==> config.mk <==
export PLATFORM = sky130hd
export DESIGN_NAME = ppp_scale
export DESIGN_NICKNAME = d
export VERILOG_FILES = /design/src/rtl/ppp_pkg.sv /design/src/rtl/ppp_scale.sv
export SDC_FILE = /design/constraint.sdc
export NUM_CORES = 2
export LEC_CHECK = 0
export BUFFER_PORTS_ARGS = -buffer_cell sky130_fd_sc_hd__clkbuf_2
export CAP_MARGIN = 10
export CORE_MARGIN = 3
export CORE_UTILIZATION = 48
export CTS_BUF_LIST = sky130_fd_sc_hd__clkbuf_4 sky130_fd_sc_hd__clkbuf_8 sky130_fd_sc_hd__clkbuf_16
export DETAILED_ROUTE_END_ITERATION = 8
export GPL_TIMING_DRIVEN = 0
export PLACE_DENSITY = 0.68
export SLEW_MARGIN = 40
export SYNTH_ARGS = -nofsm -noshare
export SYNTH_HDL_FRONTEND = slang
export SYNTH_SLANG_ARGS = --single-unit
==> constraint.sdc <==
create_clock -name clk_i -period 6.3 [get_ports clk_i]
set_clock_uncertainty 0.05 [all_clocks]
set_input_delay 1.26 -clock clk_i [delete_from_list [all_inputs] [get_ports clk_i]]
set_output_delay 1.26 -clock clk_i [all_outputs]
set_load 0.01 [all_outputs]
==> src/rtl/ppp_pkg.sv <==
// Shared types, constants and the divider step function for the point projector.
`default_nettype none

package ppp_pkg;

  // Matrix rows held in configuration and the two screen axes.
  localparam int unsigned NumRows  = 3;
  localparam int unsigned RowX     = 0;
  localparam int unsigned RowY     = 1;
  localparam int unsigned RowW     = 2;
  localparam int unsigned NumLanes = 2;
  localparam int unsigned LaneX    = 0;
  localparam int unsigned LaneY    = 1;

  // Field and register widths.
  localparam int unsigned WordBits = 32;
  localparam int unsigned CoefBits = 64;
  localparam int unsigned SizeBits = 14;
  localparam int unsigned IdxBits  = 3;

  // Divider geometry: a 32-bit quotient against a 33-bit divisor (twice W).
  localparam int unsigned QuoBits          = 32;
  localparam int unsigned DenBits          = 33;
  localparam int unsigned DivStepsPerStage = 2;
  localparam int unsigned DivStages        = QuoBits / DivStepsPerStage;

  // Pipeline depth of each section.
  localparam int unsigned XformStages = 3;
  localparam int unsigned ScaleStages = 4;
  localparam int unsigned OutStages   = 1;

  localparam logic [SizeBits-1:0] ResetWidth  = 14'd1920;
  localparam logic [SizeBits-1:0] ResetHeight = 14'd1080;

  localparam logic [WordBits-1:0] SatMax = 32'h7FFF_FFFF;
  localparam logic [WordBits-1:0] SatMin = 32'h8000_0000;

  typedef logic [WordBits-1:0] word_t;
  typedef logic [CoefBits-1:0] coef_t;
  typedef logic [SizeBits-1:0] size_t;
  typedef logic [DenBits-1:0]  den_t;
  typedef logic [QuoBits-1:0]  quo_t;

  // Configuration register indexes.
  typedef enum logic [IdxBits-1:0] {
    RegRowXLow      = 3'd0,
    RegRowXHigh     = 3'd1,
    RegRowYLow      = 3'd2,
    RegRowYHigh     = 3'd3,
    RegRowWLow      = 3'd4,
    RegRowWHigh     = 3'd5,
    RegScreenWidth  = 3'd6,
    RegScreenHeight = 3'd7
  } reg_e;

  // Control that travels with a transaction through the divider.
  typedef struct packed {
    logic                valid;
    logic                front;
    logic [NumLanes-1:0] sat_lo;
    logic [NumLanes-1:0] sat_hi;
  } ctl_t;

  // Partial remainder and the dividend word that turns into the quotient.
  typedef struct packed {
    den_t rem;
    quo_t dvd;
  } div_state_t;

  // One restoring division step: bring in the next dividend bit, subtract if it fits.
  function automatic div_state_t div_step(den_t rem, quo_t dvd, den_t den);
    logic [DenBits:0] trial;
    logic [DenBits:0] diff;
    div_state_t       res;
    trial = {rem, dvd[QuoBits-1]};
    diff  = trial - {1'b0, den};
    if (trial >= {1'b0, den}) begin
      res.rem = diff[DenBits-1:0];
      res.dvd = {dvd[QuoBits-2:0], 1'b1};
    end else begin
      res.rem = trial[DenBits-1:0];
      res.dvd = {dvd[QuoBits-2:0], 1'b0};
    end
    return res;
  endfunction

endpackage

`default_nettype wire

==> src/rtl/ppp_scale.sv <==
// Four-stage viewport scaling that prepares the offset dividend for the divider.
`default_nettype none

module ppp_scale #(
  parameter int unsigned FRAC_BITS = 16
) (
  input  wire logic                                       clk_i,
  input  wire logic                                       rst_ni,
  input  wire logic                                       valid_i,
  input  wire ppp_pkg::word_t [ppp_pkg::NumRows-1:0]      row_val_i,
  input  wire ppp_pkg::size_t                             screen_width_i,
  input  wire ppp_pkg::size_t                             screen_height_i,
  output ppp_pkg::ctl_t                                   ctl_o,
  output ppp_pkg::den_t [ppp_pkg::NumLanes-1:0]           rem_o,
  output ppp_pkg::quo_t [ppp_pkg::NumLanes-1:0]           dvd_o,
  output ppp_pkg::den_t                                   den_o
);

  localparam int unsigned Lanes    = ppp_pkg::NumLanes;
  localparam int unsigned WB       = ppp_pkg::WordBits;
  localparam int unsigned QB       = ppp_pkg::QuoBits;
  localparam int unsigned DB       = ppp_pkg::DenBits;
  localparam int unsigned NumB     = WB + 2;
  localparam int unsigned ProdB    = NumB + ppp_pkg::SizeBits + 1;
  localparam int unsigned ShiftedB = ProdB + FRAC_BITS;
  localparam int unsigned BigB     = ((ShiftedB > 2 * WB) ? ShiftedB : 2 * WB) + 2;
  localparam int unsigned TopB     = BigB - QB;

  // Near threshold, 0.0001 rounded to the nearest step and at least one step.
  localparam longint NearRaw = ((longint'(1) << FRAC_BITS) + 5000) / 10000;
  localparam logic [WB-1:0] NearMin = (NearRaw > 0) ? WB'(NearRaw) : WB'(1);

  logic [Lanes-1:0][NumB-1:0]                num_d, num_q;
  logic [Lanes-1:0][ppp_pkg::SizeBits-1:0]   size_s;
  logic [Lanes-1:0][ProdB-1:0]               prod_d, prod_q;
  logic [Lanes-1:0][BigB-1:0]                big_d, big_q;
  ppp_pkg::den_t                             den1_q, den2_q, den3_q, den4_q;
  logic                                      front_d;
  logic                                      v1_q, v2_q, v3_q;
  logic                                      f1_q, f2_q, f3_q;
  ppp_pkg::ctl_t                             ctl_d, ctl_q;
  ppp_pkg::den_t [Lanes-1:0]                 rem_d, rem_q;
  ppp_pkg::quo_t [Lanes-1:0]                 dvd_d, dvd_q;

  // Stage one: numerator terms W+X and W-Y, near test and divisor 2W.
  always_comb begin
    num_d[ppp_pkg::LaneX] = {{2{row_val_i[ppp_pkg::RowW][WB-1]}}, row_val_i[ppp_pkg::RowW]}
                          + {{2{row_val_i[ppp_pkg::RowX][WB-1]}}, row_val_i[ppp_pkg::RowX]};
    num_d[ppp_pkg::LaneY] = {{2{row_val_i[ppp_pkg::RowW][WB-1]}}, row_val_i[ppp_pkg::RowW]}
                          - {{2{row_val_i[ppp_pkg::RowY][WB-1]}}, row_val_i[ppp_pkg::RowY]};
    front_d = $signed(row_val_i[ppp_pkg::RowW]) >= $signed(NearMin);
  end

  // Stage two: scale each numerator by the viewport size.
  assign size_s[ppp_pkg::LaneX] = screen_width_i;
  assign size_s[ppp_pkg::LaneY] = screen_height_i;

  always_comb begin
    for (int l = 0; l < Lanes; l++) begin
      prod_d[l] = $signed({1'b0, size_s[l]}) * $signed(num_q[l]);
    end
  end

  // Stage three: shift to the fixed-point grid and add (2^31 + one half) times
  // the divisor, so that the quotient is the result offset by 2^31.
  always_comb begin
    for (int l = 0; l < Lanes; l++) begin
      big_d[l] = (BigB'($signed(prod_q[l])) << FRAC_BITS)
               + (BigB'(den2_q) << (QB - 1))
               + (BigB'(den2_q) << (FRAC_BITS - 1));
    end
  end

  // Stage four: range checks and the initial partial remainder.
  always_comb begin
    ctl_d       = '0;
    ctl_d.valid = v3_q;
    ctl_d.front = f3_q;
    for (int l = 0; l < Lanes; l++) begin
      ctl_d.sat_lo[l] = big_q[l][BigB-1];
      ctl_d.sat_hi[l] = !big_q[l][BigB-1] && (big_q[l][BigB-1:QB] >= TopB'(den3_q));
      rem_d[l]        = big_q[l][QB+DB-1:QB];
      dvd_d[l]        = big_q[l][QB-1:0];
    end
  end

  // Data registers.
  always_ff @(posedge clk_i) begin
    num_q  <= num_d;
    den1_q <= {row_val_i[ppp_pkg::RowW], 1'b0};
    prod_q <= prod_d;
    den2_q <= den1_q;
    big_q  <= big_d;
    den3_q <= den2_q;
    rem_q  <= rem_d;
    dvd_q  <= dvd_d;
    den4_q <= den3_q;
  end

  // Control registers.
  always_ff @(posedge clk_i or negedge rst_ni) begin
    if (!rst_ni) begin
      v1_q  <= 1'b0;
      v2_q  <= 1'b0;
      v3_q  <= 1'b0;
      f1_q  <= 1'b0;
      f2_q  <= 1'b0;
      f3_q  <= 1'b0;
      ctl_q <= '0;
    end else begin
      v1_q  <= valid_i;
      v2_q  <= v1_q;
      v3_q  <= v2_q;
      f1_q  <= front_d;
      f2_q  <= f1_q;
      f3_q  <= f2_q;
      ctl_q <= ctl_d;
    end
  end

  assign ctl_o = ctl_q;
  assign rem_o = rem_q;
  assign dvd_o = dvd_q;
  assign den_o = den4_q;

endmodule

`default_nettype wire

# [Yosys cells after proc, flatten, opt, wreduce, memory -nomap -nowiden]
# Index checks and enable logic that the tools add are counted.
[word_totals] output_inout_bits=169 input_bits=127 reg_bits=566 elab_cells=39
[op_classes] add_sub_neg=6 n_mul=2 magnitude_cmp=3 reduce_logical=4
[op_table] operator="$add A66 B49 Y67" count=2
[op_table] operator="$add A64 B65 Y66" count=2
[op_table] operator="$mul A15 B33 Y48" count=2
[op_table] operator="$ge A35 B33 Y1" count=2
[op_table] operator="$add A32 B32 Y33" count=1
[op_table] operator="$sub A32 B32 Y33" count=1
[op_table] operator="$ge A32 B4 Y1 const B" count=1
[op_table] operator="$logic_and A1 B1 Y1" count=2
[op_table] operator="$logic_not A1 Y1" count=2

# [Depth between registers and ports, before layout]
[depth] word_depth=2 mapped_depth=26 ltp_nobuf=25

# [Least setup slack after synthesis]
# Ideal clock, no wire load.
[synth_path] kind="input to register" startpoint="input screen_height_i[0]" endpoint="register prod_q[95] in the netlist's numbering" setup_slack_ps=-1037 path_stages=23 arrival_time_ps=7160 t_required_ps=6123 cell_sequence="clkbuf_1 and2_1 fa_1 inv_1 fa_1 inv_1 fa_1 fa_1 fa_1 inv_1 fa_1 inv_1 ha_1 a21oi_1 o21ai_0 or3_1 o21ai_0 a211oi_1 a21o_1 a221o_1 a211oi_1 o21ai_0 xor2_1"
[synth_rtl] element="from (decl)" line="ppp_scale.sv:12" source="input wire ppp_pkg::size_t screen_height_i,"
[synth_rtl] element="to (signal assigned)" line="ppp_scale.sv:91" source="prod_q <= prod_d;"
[synth_rtl] element="to (decl)" line="ppp_scale.sv:35" source="logic [Lanes-1:0][ProdB-1:0] prod_d, prod_q;"

==> summary.txt <==
Global route
  • Met3 Track Usage GR: 5.39%
  • Busiest grt layer: met2
  • Met1 usage: 39.8%
  • Total global-route track usage: 27.6%
  • Vias in the first global route: 41500
  • Initial antenna violation count: 9
  • GRT overflow: 0
  • Largest net degree at the start of global routing: 17
  • Global-route met2 utilization: 42.8%
  • First-pass GRT wire length: 242000 µm

STA
  • Final Setup Violations: 39
  • Worst-margin pin slew: 1.02 ns
  • Fmax: 141 MHz
  • Fin crit period: 7.07 ns
  • Max-slew violation count: 0
  • Final Hold Viols: 0
  • Worst slew margin: 31.2%
  • Worst setup margin: -0.769 ns
  • Tcrit/Tclk final: 112%
  • RSZ-0062 raised after global routing: yes

Routing
  • Wire per inst: 21.0 µm
  • DRC: 0
  • Avg Vias per Cell: 5.34
  • Vias: 40600
  • TritonRoute pass-1 iters: 5
  • Final antenna-violating net count: 0
  • Initial drt markers: 2879
  • Final wirelength: 160000 µm

Setup path
  • R2r startpoint: num_q[52]
  • Setup CP Type: in2reg
  • CP Data Required Time: 6.74 ns
  • CP max stage cell: fa_1
  • Worst Setup End Kind: flip-flop
  • Critical Path Max Stage Delay: 0.56 ns
  • Reg-to-reg critical path endpoint: prod_q[93]
  • Critical path arrival: 7.51 ns
  • Startpoint types: input pin
  • Worst reg-to-reg setup slack: -0.68 ns
  • Most numerous cell on the critical path: fa_1
  • R2r worst-path depth: 22
  • Worst-path fanout max: 6

Clocking
  • Root buffer cell: clkbuf_16
  • Clock Latency Late Sink: 0.61 ns
  • Bufs on Longest Clock Path: 3
  • Clk sinks: 502
  • Worst-path clk slew: 0.07 ns
  • CTS H-Tree Depth: 2
  • Hold Buf Count CTS: 0
  • Num CTS Buffers: 49
  • CTS tree: yes

Placed design
  • Hpwl dp: 132000 µm
  • Placed cell count: 7394
  • GP Congestion: 0.948
  • Port bufs: 262
  • Placed cell areas: 0.0574 mm²

Layout
  • Register area: 0.0101 mm²
  • Multi-input gate area: 0.0398 mm²
  • Post-route cell area: 0.0619 mm²
  • Share of cells above drive strength 1: 14.5%
  • Area Growth Syn to Fin: 15.8%
  • Final net count: 7598
  • FILL cells: 9751
  • Fin cells: 7603

Die
  • Ports: 296
  • Die height: 340 µm
  • FP Rows: 121
  • Core box area: 0.110 mm²
  • Die area: 0.115 mm²
  • Chip width: 340 µm
  • Initial core utilization: 48.8%

Logic synthesis
  • Number of flops mapped to enable cells by yosys: 0
  • Yosys top cell by area: fa_1
  • Yosys top cell area share: 33.0%
  • Top post-synthesis cells by area: fa_1 (33%), dfxtp_1 (18%), ha_1 (12%)
  • Ys flop type: dfxtp_1
  • Syn Inst Count: 5623
  • Ys Warns: 0
  • #FFs+latches synth: 502
  • Post-synthesis sequential area ratio: 18.9%
  • Syn avg cell area: 9.50 µm²
  • Asr flop ratio synth: 2.39%
  • Distinct cells, synth: 68
  • Synthesized cell area: 0.0534 mm²

Hold path
  • Hold_sp: den1_q[10]
  • Hold WC Path Type: reg2reg
  • Hold Path Depth: 0
  • Worst Hold Endpoint: den2_q[10]

Run
  • Max Cap Violations: 0

Outcome
  • Status: finished with violations
  • Failing checks: setup timing
-- synth_stat cells (all sizes together) (29+ instances only) --
| cell | instances |
|---|---|
| a211oi | 36 |
| a21o | 146 |
| a21oi | 226 |
| a31oi | 30 |
| and2 | 560 |
| and3 | 29 |
| buf | 39 |
| clkbuf | 169 |
| dfxtp | 490 |
| fa | 880 |
| ha | 507 |
| inv | 1087 |
| nand2 | 483 |
| nand2b | 30 |
| nand3 | 48 |
| nand4 | 40 |
| nor2 | 143 |
| nor2b | 29 |
| nor3 | 33 |
| o21a | 38 |
| o21ai | 141 |
| o21bai | 33 |
| xnor2 | 165 |
| xor2 | 68 |
-- logic make-up after synthesis --
kind of cell	count (synthesis)	share of synthesized area [%]
buf+inv	1295	9.35
flops	502	18.9
xor+xnor	233	3.82
other cells	1	0.00702
compound gates	763	9.23
fa+ha+maj	1387	44.8
simple gates	1442	13.8
-- placed cells by master, fill, tap and decap left out, types with 17 or more instances in the layout --
cell type  count
inv_1       1046
fa_1         864
and2_1       520
dfxtp_1      488
nand2_1      474
ha_1         470
clkbuf_2     283
a21oi_1      200
xnor2_1      163
a21o_1       146
nor2_1       138
buf_4        124
o21ai_0      104
clkbuf_16     69
xor2_1        67
clkbuf_1      59
nand3_1       44
inv_2         41
and2_4        40
nand4_1       40
o21a_1        38
clkbuf_8      34
ha_4          33
conb_1        33
o21bai_1      32
buf_6         30
nand2b_1      30
nor3_1        29
a211oi_1      28
and3_1        26
nor2b_1       26
buf_8         24
a31oi_1       24
a21oi_2       22
o21ai_1       17
-- worst max path at each step --
stage / to / slack, ns / depth (start not counted) / startpoint
after floorplan: prod_q[93] / -0.82 / 24 / screen_height_i[1]
after global placement: prod_q[95] / -1.72 / 24 / screen_height_i[9]
after detailed placement: prod_q[93] / -1.80 / 24 / screen_height_i[9]
after CTS: prod_q[93] / -0.76 / 25 / screen_height_i[4]
after global routing: prod_q[93] / -0.95 / 25 / screen_height_i[3]
final: prod_q[93] / -0.77 / 25 / screen_height_i[3]
-- cell type report --
| type | count | share of cell area [%] |
|---|---|---|
| multi-input combinational | 3858 | 64.3 |
| sequential | 502 | 16.3 |
| inverter | 1087 | 6.59 |
| timing repair buffer | 381 | 4.19 |
| tap | 1476 | 2.98 |
| buffer | 205 | 2.76 |
| clock buffer | 61 | 2.19 |
| clock inverter | 30 | 0.661 |
| antenna | 3 | 0.0121 |
-- state kept, by name (all words and copies together) (netlist names), 6 cells and up --
register  cells
big_q       102
prod_q       96
den2_q       32
rem_o        66
den3_q       32
num_q        66
ctl_o         6
den_o        32
den1_q       32
dvd_o        32
-- worst max-delay path, delay by kind of cell --
kind	cells	cell delay [ns]
adders and majority gates	7	3.33
AOI/OAI and AO/OA	6	1.31
and+or+nand+nor	4	0.89
buffers and inverters	7	0.59
xor gates and xnor gates	1	0.11
-- per-layer routing --
metal  vias to the layer above  wire (µm)
met2                      1548      70800
met1                     20500      70700
li1                      18400          -
met5                         -         12
met4                         2       4290
met3                       209      13700
-- repair_timing --
| action | 4_1_cts | 5_1_grt |
|---|---|---|
| pin swaps | 87 | 146 |
| endpoints found under the setup margin | 58 | 50 |
| gates resized for setup | 298 | 225 |
| setup buffers | 54 | 67 |
| gates cloned | 2 | 0 |
-- metrics by stage --
| stage | TNS (ns) | setup slack [ns] | utilization, % | hold slack, ns |
|---|---|---|---|---|
| 2_1_floorplan | -10.56 | -0.818 | - | 0.260 |
| 4_1_cts | -11.23 | -0.760 | 55.5 | 0.266 |
| 5_1_grt | -19.66 | -0.952 | 56.4 | 0.269 |
| 6_report | -13.30 | -0.769 | 56.4 | 0.263 |
| 3_5_place_dp | -75.96 | -1.80 | 52.4 | 0.262 |
| 3_3_place_gp | -72.73 | -1.72 | 52.4 | 0.260 |
Power is not shown: default switching activity piles up to over one toggle a cycle in this logic, so the estimate is an artifact.
